[src/sv/kts_pkg.sv]
`timescale 1ns / 1ps
`default_nettype none
// ----------------------------------------------------------------------------
// kts_pkg: shared types and constants of the keyframe track sampler
// Holds the sequencer state type, opcode, config and track codes, and the divider request and reply types.
// ----------------------------------------------------------------------------
package kts_pkg;

	localparam int unsigned TRACKS = 3;
	localparam logic [31:0] ONE_Q16 = 32'h0001_0000;

	localparam logic OP_WRITE  = 1'b0;
	localparam logic OP_SAMPLE = 1'b1;

	localparam logic [1:0] CFG_POSITION = 2'd0;
	localparam logic [1:0] CFG_ROTATION = 2'd1;
	localparam logic [1:0] CFG_SCALING  = 2'd2;

	localparam logic [1:0] TRK_POSITION = 2'd0;
	localparam logic [1:0] TRK_ROTATION = 2'd1;
	localparam logic [1:0] TRK_SCALING  = 2'd2;
	localparam logic [1:0] TRK_UNUSED   = 2'd3;

	typedef enum logic [3:0] {
		ST_IDLE,
		ST_TRACK,
		ST_RD_FIRST,
		ST_RD_LAST,
		ST_SEARCH,
		ST_SEARCH_WAIT,
		ST_RD_LO,
		ST_RD_HI,
		ST_DIVIDE,
		ST_LERP_MUL,
		ST_LERP_ADD,
		ST_EMIT
	} seq_state_t;

	// Request to the divider and its reply.
	typedef struct packed {
		logic        start;
		logic [47:0] num;
		logic [31:0] den;
	} div_req_t;

	typedef struct packed {
		logic        done;
		logic [16:0] factor;
	} div_rsp_t;

endpackage
`default_nettype wire

[src/sv/kts_div.sv]
`timescale 1ns / 1ps
`default_nettype none
// ----------------------------------------------------------------------------
// kts_div: restoring divider for the interpolation factor
// One quotient bit per cycle; the factor saturates to 1.0.
// ----------------------------------------------------------------------------
module kts_div (
	input  wire logic             clk,
	input  wire logic             arst_n,
	input  wire kts_pkg::div_req_t req,
	output kts_pkg::div_rsp_t     rsp
);

	logic [47:0] quo_q;
	logic [32:0] rem_q;
	logic [31:0] den_q;
	logic [5:0]  cnt_q;
	logic        busy_q;
	logic        done_q;
	logic [32:0] rem_sh;
	logic [33:0] diff;

	assign rem_sh = {rem_q[31:0], quo_q[47]};
	assign diff   = {1'b0, rem_sh} - {2'b00, den_q};

	always_ff @(posedge clk or negedge arst_n) begin
		if (!arst_n) begin
			busy_q <= 1'b0;
			done_q <= 1'b0;
			cnt_q  <= '0;
		end else begin
			done_q <= 1'b0;
			if (req.start) begin
				busy_q <= 1'b1;
				cnt_q  <= 6'd47;
			end else if (busy_q) begin
				if (cnt_q == 6'd0) begin
					busy_q <= 1'b0;
					done_q <= 1'b1;
				end
				cnt_q <= cnt_q - 6'd1;
			end
		end
	end

	always_ff @(posedge clk) begin
		if (req.start) begin
			quo_q <= req.num;
			rem_q <= '0;
			den_q <= req.den;
		end else if (busy_q) begin
			if (!diff[33]) begin
				rem_q <= diff[32:0];
				quo_q <= {quo_q[46:0], 1'b1};
			end else begin
				rem_q <= rem_sh;
				quo_q <= {quo_q[46:0], 1'b0};
			end
		end
	end

	assign rsp.done   = done_q;
	assign rsp.factor = (quo_q > {16'd0, kts_pkg::ONE_Q16}) ? kts_pkg::ONE_Q16[16:0]
		: quo_q[16:0];

endmodule
`default_nettype wire

[config.mk]
export PLATFORM = sky130hd
export DESIGN_NAME = kts_div
export DESIGN_NICKNAME = d
export VERILOG_FILES = /design/src/sv/kts_pkg.sv /design/src/sv/kts_div.sv
export SDC_FILE = /design/constraint.sdc
export NUM_CORES = 1
export LEC_CHECK = 0
export BUFFER_PORTS_ARGS = -buffer_cell sky130_fd_sc_hd__buf_2
export CORE_UTILIZATION = 35
export CTS_BUF_LIST = sky130_fd_sc_hd__clkbuf_2
export DETAILED_ROUTE_END_ITERATION = 6
export PLACE_DENSITY_LB_ADDON = 0.08
export SETUP_SLACK_MARGIN = 0.4
export SYNTH_ARGS = -nofsm -noshare
export SYNTH_HDL_FRONTEND = slang
export SYNTH_SLANG_ARGS = --single-unit
[constraint.sdc]
create_clock -name clk -period 7.9 [get_ports clk]
set_input_delay 0.79 -clock clk [delete_from_list [all_inputs] [get_ports clk]]
set_output_delay 0.79 -clock clk [all_outputs]
set_load 0.005 [all_outputs]
Word level (Yosys, flattened, before mapping)
Index checks and enable logic that the tools add are counted.

Register bits: 120. Bits of input ports: 83. Output and inout bits: 18. Word-level logic and storage cells: 24.

Muxes and demuxes: 13. Magnitude comparators: 1. Add/subtract/negate cells: 2. Reductions and logical operators: 2.

Operator list (number): 48-bit two-way mux (2); 48-bit by 17-bit greater-than comparator with 1-bit output (second input constant) (1); 33-bit by 32-bit subtractor with 34-bit output (1); 32-bit two-way mux (1); 17-bit two-way mux (1); 6-bit two-way mux (2); 1-bit two-way mux (7); 6-bit zero test (1); 6-bit by 1-bit subtractor with 6-bit output (second input constant) (1); 2-bit nonzero test (1).

Logic depth before layout (Yosys ltp)
Gate-level depths: netlist (run 1).

Word-level depth: 4. Mapped depth: 13. Mapped depth without buffers: 13.

Worst setup path after synthesis (run 1)
No wires, ideal clock.

Path type: register -> register. Start: register quo_q[47]. End: register rem_q[30]. Library setup time: 0.091 ns. Data required time: 7.809 ns. Cell stages (with the launch flop): 14. Path slack: 4.971 ns. Buffers on the path: 0. Period minus slack after synthesis: 2.929 ns. Arrival time: 2.838 ns. Path through: edfxtp_1 -> inv_1 -> ha_1 -> inv_1 -> fa_1 -> a21o_1 -> a311oi_2 -> a2bb2oi_2 -> a31oi_1 -> a21bo_2 -> a311oi_1 -> xnor2_1 -> nand2_1 -> a311oi_1.

Word-level cells in the longest chain between the ends: 2.

Ends and longest elaborated chain: from (decl) (line kts_div.sv:14) `logic [47:0] quo_q;`; from (signal assigned) (line kts_div.sv:48) `quo_q <= req.num;`; from (signal assigned) (line kts_div.sv:54) `quo_q <= {quo_q[46:0], 1'b1};`; from (signal assigned) (line kts_div.sv:57) `quo_q <= {quo_q[46:0], 1'b0};`; 33-bit by 32-bit subtractor with 34-bit output (line kts_div.sv:24) `assign diff = {1'b0, rem_sh} - {2'b00, den_q};`; 32-bit two-way mux (line kts_div.sv:52) `if (!diff[33]) begin`; to (signal assigned) (line kts_div.sv:53) `rem_q <= diff[32:0];`; to (signal assigned) (line kts_div.sv:56) `rem_q <= rem_sh;`; to (decl) (line kts_div.sv:15) `logic [32:0] rem_q;`.

Every way passes these cells. A chain may end at the register's enable or synchronous reset.

Worst setup path after layout (run 1)
Start: register den_q[4]. End: register rem_q[2].

Word-level cells in the longest chain between the ends: 2.

Ends and longest elaborated chain: from (decl) (line kts_div.sv:16) `logic [31:0] den_q;`; from (signal assigned) (line kts_div.sv:50) `den_q <= req.den;`; 33-bit by 32-bit subtractor with 34-bit output (line kts_div.sv:24); 32-bit two-way mux (line kts_div.sv:52).

Every way passes these cells.

==> results.py, run 1 <==
metrics = {
    "status": {
        "outcome": "finished clean",
    },
    "floorplanning": {
        "die-height_um": 141,
        "design.die.area_um2": 20000,
        "io-pin-count": 101,
        "initial_util": 0.360,
        "dieWidth_um": 141,
        "fp.coreArea_um2": 18900,
        "core.rowCount": 50,
    },
    "drt": {
        "initialDrtViolationCount": 195,
        "routed-via-count": 5065,
        "drc_errors": 0,
        "drtPass1Iterations": 4,
        "vias_per_cell": 5.03,
        "drt-total-wl_um": 15000,
        "drtAntennaViolNets": 0,
        "post_drt_wl_per_cell_um": 14.9,
    },
    "placement": {
        "io_buffers": 100,
        "dp_hpwl_um": 10600,
        "placed_area_um2": 7520,
        "globalplace.congestion": 0.869,
    },
    "timing": {
        "post-route-period-util": 0.517,
        "unrepaired_setup_endpoints_after_global_routing": "false",
        "worst_clock_skew_ps": 24.9,
        "hold_violations": 0,
        "worst_pin_slew_ps": 1190,
        "max_clock_freq_mhz": 245,
        "finalSetupViolations": 0,
        "fin_crit_ps": 4090,
        "totalNegativeSetupSlack_ps": 0,
        "final_max_slew_viol_count": 0,
        "worst_slew_margin": 0.204,
    },
    "pwr": {
        "switchingPower_uw": 822,
        "p_comb_frac": 0.410,
        "p_leak_nw": 3.28,
        "pint_mw": 1.41,
        "pwr_density_cell_nw_per_um2": 286,
        "max-vdd-ir-drop_mv": 0.148,
        "power.share.sequential": 0.389,
        "pwr-share-clk": 0.201,
        "switching_share": 0.368,
    },
    "worst_hold_path": {
        "timing.hold.worst_endpoint": "den_q[2]$_DFFE_PP_",
        "min_delay_src": "req[2]",
        "holdCritPathClass": "primary input to flip-flop",
        "whs_path_depth": 1,
    },
    "clock_network": {
        "cts.hold.buffers_added": 1,
        "numCtsBuffers": 17,
        "cts_root_buf": "clkbuf_2",
        "cts.htree.levels": 4,
        "worst_skew_pair.late_latency_ps": 690,
        "cts_num_sinks": 120,
        "post_cts.repair.setup_buffers": 0,
        "cts_buffer_depth": 2,
        "post_cts.resized_instances": 0,
        "cts.clk_slew.worst_paths_ps": 180,
        "tritoncts": "built",
    },
    "setup_path": {
        "path_max_fanout": 34,
        "worst_flop_to_flop_path_startpoint": "den_q[4]$_DFFE_PP_",
        "crit_arrival_ps": 4680,
        "rr_endpoint": "rem_q[2]$_SDFFE_PP0P_",
        "critical_setup_path_kind": "flip-flop to flip-flop",
        "required_ps": 8490,
        "cp-startpoint": "den_q[4]$_DFFE_PP_",
        "rrSetupSlack_ps": 3810,
        "critPathCaptureType": "flip-flop",
        "worstRegToRegCells": 11,
        "critical_path.startpoint_type": "flip-flop",
    },
    "cells_and_area": {
        "mostFrequentLayoutCells": "99 x buf_2, 80 x edfxtp_1, 48 x mux2_2",
        "final_layout_size_suffix_gt1_frac": 0.263,
        "finish.instance_area_um2": 7810,
        "num-fill-cells": 1896,
        "final_common_cell": "buf_2",
        "utilization": 0.413,
        "area_growth_syn_to_layout_pct": 14.9,
        "final_net_count": 849,
    },
    "synth": {
        "ys_types": 61,
        "number_of_synthesized_flops_with_an_enable_pin": 80,
        "synth_area_per_cell_um2": 10.7,
        "mappedNetlistNets": 755,
        "postSynth.topFlopCell": "edfxtp_1",
        "postSynthRegisterBits": 120,
        "synthesized_cell_area_um2": 6790,
        "async_reset_ff_frac": 0.0667,
        "ys.warnings.count": 0,
        "post_synth_inst_count": 637,
        "synth_sequential_area_ratio": 0.477,
    },
    "global_routing": {
        "grt_first_pass_wirelength_um": 24900,
        "grt_start_max_net_pins": 64,
        "globalRoute.totalOverflow": 0,
        "antenna_found_initial": 1,
        "grt_pass1_vias": 5078,
        "groute.usage.overall": 0.158,
    },
    "job": {
        "maxcap_violations": 0,
    },
}
layer usage:
layer / wire [um] / GRT usage / vias to the layer above
li1: - / - / 2541
met1: 7290 / 0.208 / 2391
met2: 6880 / 0.255 / 123
met3: 674 / 0.0368 / 10
met4: 140 / 0.0566 / 0
met5: 0 / 0 / -
layout make-up:
class                           count  area (um2)  share of cell area
Multi-Input combinational cell    441        3250               0.416
Sequential cell                   120        3240               0.415
Timing Repair Buffer              104         536              0.0686
Tap cell                          260         325              0.0417
Clock inverter                     13         179              0.0229
Inverter                           47         176              0.0226
Clock buffer                       19        95.1              0.0122
Antenna cell                        2        5.00            0.000641
stage by stage:
stage	std cells	worst slack, ps	hold slack, ps	total power [mW]
6_report	1006	3810	273	2.23
5_1_grt	1006	3490	156	2.41
4_1_cts	1004	3790	180	2.26
3_5_place_dp	971	3840	469	1.79
3_3_place_gp	971	3990	461	1.79
2_1_floorplan	637	4970	446	1.60
cells by family after synthesis:
logic type	share of synthesized area
muxes	0.109
and+or+nand+nor	0.123
AOI/OAI and AO/OA	0.140
xor gates and xnor gates	0.0400
buffers and inverters	0.0449
DFF	0.477
adders and majority gates	0.0656
power groups by stage:
| stage | logic [mW] | registers, mW | clock network [mW] |
|---|---|---|---|
| 6_report | 0.915 | 0.868 | 0.449 |
| 5_1_grt | 1.02 | 0.886 | 0.497 |
| 4_1_cts | 0.918 | 0.869 | 0.471 |
| 3_5_place_dp | 0.911 | 0.883 | 0 |
| 3_3_place_gp | 0.911 | 0.882 | 0 |
| 2_1_floorplan | 0.738 | 0.857 | 0 |
worst max path at each step:
stage                             end  depth (start not counted)
2_1_floorplan  rem_q[30]$_SDFFE_PP0P_                         13
3_3_place_gp    rem_q[2]$_SDFFE_PP0P_                         11
3_5_place_dp    rem_q[2]$_SDFFE_PP0P_                         11
4_1_cts         rem_q[2]$_SDFFE_PP0P_                         11
5_1_grt         rem_q[2]$_SDFFE_PP0P_                         11
6_report        rem_q[2]$_SDFFE_PP0P_                         11
critical path, cell delays in order (launching register included):
cell and delay [ps]:
edfxtp_1 370, inv_1 40, ha_1 360, a21o_1 240
a31oi_1 200, a211oi_1 120, a21oi_2 210, a21oi_2 100
o31ai_2 820, nand2_2 780, mux2_1 560, a21o_1 170
registers in the layout, summed over array words and instances, names as in the netlist:
register and flops:
cnt_q 6, quo_q 48, done_q 1, rem_q 32, busy_q 1, den_q 32
synthesized netlist by cell type (4+ instances only):
cell	n	area share
a211oi_1	20	0.022
a21o_1	12	0.013
a21oi_1	28	0.021
a311oi_1	10	0.013
a31oi_1	5	0.0046
and2_1	21	0.019
and3_1	9	0.0083
buf_2	4	0.0029
buf_4	4	0.0044
clkbuf_1	18	0.0099
dfrtp_1	8	0.029
dfxtp_1	32	0.094
edfxtp_1	80	0.35
ha_1	34	0.063
inv_1	46	0.025
mux2_2	48	0.080
mux2i_1	19	0.028
nand2_1	39	0.022
nand3_1	18	0.013
nand4_1	6	0.0055
nor2_1	47	0.026
nor4_1	14	0.013
o21a_1	5	0.0055
o21ai_0	20	0.015
o21bai_1	6	0.0066
xnor2_1	21	0.027
xor2_1	10	0.013
(Power assumes the default switching activity.)
==> inputs of run 2 (changes only) <==
clock period = 3.86 ns   (was 7.9 ns; I/O delays follow)
==> run 2 against run 1 <==
Power rose by 110%. Clock power up 84%. First-iteration DRC count decreased by 6.2%. Setup slack worse by 3200 ps. Count of clock-buffer cells in the layout fell by 2. Flip-flop and latch count did not move. Register-to-register slack worse by 3200 ps. Wire length is 7.1% higher.
==> results.py, run 2 (same netlist as run 1, synthesis figures left out) <==
metrics = {
    "status": {
        "outcome": "finished clean",
    },
    "placement": {
        "globalplace.congestion": 0.843,
        "place_worst_setup_slack_ps": 517,
        "dp_hpwl_um": 10800,
        "io_buffers": 100,
    },
    "cells_and_area": {
        "final_layout_size_suffix_gt1_frac": 0.247,
        "largest_register": "quo_q",
        "final_common_cell": "buf_2",
        "multi_input_area_um2": 3250,
        "num-fill-cells": 1809,
        "area_growth_syn_to_layout_pct": 27.6,
        "final_net_count": 939,
        "mostFrequentLayoutCells": "99 x buf_2, 83 x dlygate4sd3_1, 80 x edfxtp_1",
        "reg_top3": "quo_q: 48 flops, den_q: 32 flops, rem_q: 32 flops",
        "seqCellArea_um2": 3240,
        "max_reg_flops": 48,
        "utilization": 0.459,
    },
    "pwr": {
        "pint_mw": 2.85,
        "switchingPower_mw": 1.76,
        "power.share.sequential": 0.385,
        "final_total_power_mw": 4.60,
        "pwr-share-clk": 0.180,
        "max-vdd-ir-drop_mv": 0.213,
        "p_comb_frac": 0.435,
        "p_leak_nw": 3.65,
        "switching_share": 0.382,
        "pwr_density_cell_nw_per_um2": 531,
    },
    "timing": {
        "fin_crit_ps": 3230,
        "worst_clock_skew_ps": 32.0,
        "worst_slew_margin": 0.577,
        "unrepaired_setup_endpoints_after_global_routing": "false",
        "hold_violations": 0,
        "finalSetupViolations": 0,
        "post-route-period-util": 0.836,
        "worst_pin_slew_ps": 634,
        "worst_slack_ps": 633,
        "final_max_slew_viol_count": 0,
        "totalNegativeSetupSlack_ps": 0,
        "max_clock_freq_mhz": 310,
    },
    "floorplanning": {
        "dieWidth_um": 141,
        "core.rowCount": 50,
        "fp.coreArea_um2": 18900,
        "initial_util": 0.360,
        "die-height_um": 141,
        "io-pin-count": 101,
        "design.die.area_um2": 20000,
    },
    "clock_network": {
        "worst_skew_pair.late_latency_ps": 700,
        "tritoncts": "built",
        "cts_buffer_depth": 2,
        "cts.htree.levels": 4,
        "cts_root_buf": "clkbuf_2",
        "cts.clk_slew.worst_paths_ps": 210,
        "cts_num_sinks": 120,
        "numCtsBuffers": 17,
    },
    "drt": {
        "routed-via-count": 5394,
        "post_drt_wl_per_cell_um": 14.6,
        "initialDrtViolationCount": 183,
        "drt-total-wl_um": 16000,
        "drc_errors": 0,
        "vias_per_cell": 4.93,
        "drtAntennaViolNets": 0,
        "drtPass1Iterations": 4,
    },
    "worst_hold_path": {
        "holdCritPathClass": "primary input to flip-flop",
    },
    "setup_path": {
        "critPathCaptureType": "flip-flop",
        "crit_arrival_ps": 3830,
        "critical_path.startpoint_type": "flip-flop",
        "path_max_fanout": 4,
        "required_ps": 4460,
        "critical_setup_path_kind": "flip-flop to flip-flop",
        "rrSetupSlack_ps": 630,
    },
    "global_routing": {
        "groute.usage.overall": 0.167,
        "grt_pass1_vias": 5438,
        "globalRoute.totalOverflow": 0,
        "grt_first_pass_wirelength_um": 26400,
        "grt_start_max_net_pins": 98,
        "antenna_found_initial": 1,
    },
    "job": {
        "maxcap_violations": 0,
    },
}
==> run 2: final cells by class <==
| type | instances | share of cell area |
|---|---|---|
| Clock buffer | 17 | 0.00982 |
| Sequential cell | 120 | 0.374 |
| Timing Repair Buffer | 194 | 0.165 |
| Multi-Input combinational cell | 441 | 0.375 |
| Antenna cell | 1 | 0.000289 |
| Clock inverter | 15 | 0.0176 |
| Inverter | 47 | 0.0204 |
| Tap cell | 260 | 0.0375 |
==> run 2: final timing paths <==
| check | cells past startpoint | end | from |
|---|---|---|---|
| worst max-delay path | 13 | rem_q[30]$_SDFFE_PP0P_ | quo_q[47]$_DFFE_PP_ |
| worst min-delay path | 2 | den_q[16]$_DFFE_PP_ | req[16] |
| worst max register to register | 13 | rem_q[30]$_SDFFE_PP0P_ | quo_q[47]$_DFFE_PP_ |
| worst min register to register | 2 | rem_q[31]$_SDFFE_PP0P_ | rem_q[31]$_SDFFE_PP0P_ |
| max in group asynchronous | 3 | cnt_q[2]$_DFFE_PN0P_ | arst_n |
| min in group asynchronous | 3 | cnt_q[3]$_DFFE_PN0P_ | arst_n |
==> run 2: power by group through the flow <==
stage | sequential [mW] | combinational (mW) | clock, mW
after global routing | 1.80 | 2.24 | 0.926
after floorplan | 1.75 | 1.51 | 0
after detailed placement | 1.80 | 1.91 | 0
after global placement | 1.80 | 1.91 | 0
after CTS | 1.78 | 1.99 | 0.868
final | 1.77 | 2.00 | 0.826
==> run 2: critical path: stages (launching register included) <==
cell	delay, ps
edfxtp_1	460
inv_1	80
ha_1	170
inv_1	60
fa_1	400
a21o_1	240
a311oi_2	300
a2bb2oi_2	210
a31oi_1	170
a21bo_2	290
a311oi_2	300
xnor2_1	140
nand2_1	70
a311oi_1	280
==> run 2: timing repair <==
| action | in CTS | in global routing |
|---|---|---|
| hold buffers | 83 | 0 |
| gates resized for setup | 0 | 1 |
| setup endpoints to repair | 0 | 1 |
| hold endpoints to repair | 100 | 0 |
| setup buffers | 0 | 3 |
==> run 2: through the flow <==
stage	area [um2]	cells	hold WS, ps
2_1_floorplan	6790	637	90.4
3_3_place_gp	7570	976	235
3_5_place_dp	7570	976	241
4_1_cts	8640	1091	296
5_1_grt	8670	1095	270
6_report	8670	1095	374
==> run 2: routing by layer <==
layer | track usage | vias up | wire length, um
met5 | 0 | - | 0
li1 | - | 2716 | -
met4 | 0.0538 | 0 | 185
met3 | 0.0361 | 14 | 691
met2 | 0.279 | 122 | 7500
met1 | 0.213 | 2542 | 7660
==> inputs of run 3 (changes only) <==
clock period = 2.6 ns   (was 3.86 ns; I/O delays follow)
==> run 3 against run 2 <==
Critical path depth increased by 1. Highest routed layer unchanged. Cell area is 16% higher. Non-clock buffer count rose by 83. Combinational power grew 120%. Die area is the same. Via count is 5.8% higher. The flow now finishes with violations (negative setup slack). Cell count is 7.6% higher.
==> results.py, run 3 (same netlist as run 1, synthesis figures left out) <==
metrics = {
    "timing": {
        "worst_slew_margin": 0.542,
        "worst_pin_slew_ps": 687,
        "totalNegativeSetupSlack_ps": -4110,
        "worst_slack_ps": -373,
        "max_clock_freq_mhz": 336,
        "unrepaired_setup_endpoints_after_global_routing": "true",
        "fin_worst_hold_slack_ps": 275,
        "fin_crit_ps": 2970,
        "hold_violations": 0,
        "worst_clock_skew_ps": 19.4,
        "post-route-period-util": 1.14,
        "final_max_slew_viol_count": 0,
        "finalSetupViolations": 36,
    },
    "global_routing": {
        "antenna_found_initial": 1,
        "globalRoute.totalOverflow": 0,
        "grt_pass1_vias": 5778,
        "grt_start_max_net_pins": 63,
        "groute.usage.overall": 0.177,
        "grt_first_pass_wirelength_um": 27900,
    },
    "setup_path": {
        "critical_path.startpoint_type": "flip-flop",
        "crit_family": "compound AO/OA/AOI/OAI gates",
        "crit_top_cell": "a21o_1",
        "worst_flop_to_flop_path_startpoint": "quo_q[47]$_DFFE_PP_",
        "critPathCaptureType": "flip-flop",
        "cp_max_delay_cell": "edfxtp_1",
        "path_max_fanout": 4,
        "cp.buffers_inverters": 3,
        "critPathMaxStageDelay_ps": 440,
        "critical_setup_path_kind": "flip-flop to flip-flop",
        "crit_arrival_ps": 3560,
        "timing.critical_path.cells": "inv_1 -> ha_2 -> inv_2 -> fa_2 -> a21o_1 -> a311oi_2 -> a2bb2oi_2 -> a31oi_2 -> a21bo_2 -> buf_4 -> a21o_1 -> a21oi_2 -> xnor2_1 -> a31o_1",
        "required_ps": 3190,
        "cp-startpoint": "quo_q[47]$_DFFE_PP_",
    },
    "cells_and_area": {
        "multi_input_area_um2": 3690,
        "final_net_count": 1022,
        "final_common_cell": "buf_2",
        "num-fill-cells": 1709,
        "finalNonFillerCells": 1178,
        "seqCellArea_um2": 3240,
        "reg_top3": "quo_q: 48 flops, den_q: 32 flops, rem_q: 32 flops",
        "finish.instance_area_um2": 10100,
        "mostFrequentLayoutCells": "84 x buf_2, 83 x dlygate4sd3_1, 80 x edfxtp_1",
        "largest_register": "quo_q",
        "max_reg_flops": 48,
        "area_growth_syn_to_layout_pct": 47.9,
        "final_layout_size_suffix_gt1_frac": 0.396,
    },
    "status": {
        "outcome": "complete, but fails checks",
        "failing_checks": "negative setup slack",
    },
    "floorplanning": {
        "design.die.area_um2": 20000,
        "initial_util": 0.360,
        "die-height_um": 141,
        "io-pin-count": 101,
        "core.rowCount": 50,
        "dieWidth_um": 141,
        "fp.coreArea_um2": 18900,
    },
    "pwr": {
        "p_leak_nw": 4.25,
        "pwr_density_cell_nw_per_um2": 859,
        "max-vdd-ir-drop_mv": 0.362,
    },
    "clock_network": {
        "worst_skew_pair.late_latency_ps": 680,
        "cts.htree.levels": 4,
        "cts.clk_slew.worst_paths_ps": 190,
        "numCtsBuffers": 17,
        "cts_num_sinks": 120,
        "cts_buffer_depth": 2,
        "tritoncts": "built",
        "cts_root_buf": "clkbuf_2",
    },
    "placement": {
        "globalplace.congestion": 0.850,
        "io_buffers": 100,
        "dpl.cell_count": 1035,
        "dp_hpwl_um": 11700,
        "placed_area_um2": 8140,
    },
    "drt": {
        "drtPass1Iterations": 4,
        "routed-via-count": 5706,
        "initialDrtViolationCount": 145,
        "drt-total-wl_um": 17300,
        "vias_per_cell": 4.84,
        "drtAntennaViolNets": 0,
        "post_drt_wl_per_cell_um": 14.7,
        "drc_errors": 0,
    },
    "job": {
        "maxcap_violations": 0,
    },
    "worst_hold_path": {
        "min_delay_src": "req[12]",
        "holdCritPathClass": "primary input to flip-flop",
    },
}
-- run 3: worst reg2reg max path: cells and delay by family (launching register included) --
kind / cells / cell delay, ps
DFF: 1 / 440
adders and majority gates: 2 / 520
xor gates and xnor gates: 1 / 80
buffers and inverters: 3 / 270
AOI/OAI and AO/OA: 8 / 1590
-- run 3: where the power goes --
| part | total [mW] | internal [mW] | switching [mW] | leakage [nW] |
|---|---|---|---|---|
| Combinational | 4.47 | 2.43 | 2.04 | 2.90 |
| Clock | 1.51 | 0.743 | 0.767 | 0.177 |
| Sequential | 2.65 | 2.40 | 0.254 | 1.17 |
-- run 3: layout make-up --
| class | instances | area share |
|---|---|---|
| clock inverters | 14 | 0.0218 |
| inverters | 47 | 0.0176 |
| flip-flops and latches | 120 | 0.323 |
| clock buffers | 18 | 0.00896 |
| repair buffers | 277 | 0.229 |
| diodes | 1 | 0.000249 |
| multi-input cells | 441 | 0.367 |
| well taps | 260 | 0.0324 |
-- run 3: timing repair --
action / in CTS / in global routing
pin swaps: 31 / 28
hold buffers: 83 / 0
setup endpoints to repair: 50 / 50
setup buffers: 12 / 11
hold endpoints to repair: 96 / 0
gates resized for setup: 46 / 60
cloned: 2 / 2
-- run 3: path summary, 6_finish.rpt --
kind	slack (ps)	to	cells after the start
worst max-delay path	-370	rem_q[24]$_SDFFE_PP0P_	14
worst min-delay path	270	den_q[12]$_DFFE_PP_	2
worst max register to register	-370	rem_q[24]$_SDFFE_PP0P_	14
worst min register to register	490	rem_q[31]$_SDFFE_PP0P_	2
max in group asynchronous	1810	busy_q$_DFF_PN0_	3
min in group asynchronous	510	done_q$_DFF_PN0_	3
-- run 3: stage by stage --
stage          power [mW]  setup WS [ps]   util
3_5_place_dp         6.16           -316  0.431
5_1_grt              9.25           -566  0.532
6_report             8.63           -373  0.532
4_1_cts              8.21           -366  0.510
3_3_place_gp         6.15           -253  0.431
2_1_floorplan        4.99           -149      -
-- run 3: per-layer routing --
layer	part of all wire	wire length (um)	global-route usage	vias up
met5	0	0	0	-
met4	0.011	189	0.0469	0
met3	0.039	674	0.0395	13
met2	0.49	8500	0.304	109
met1	0.46	7960	0.225	2704
li1	-	-	-	2880
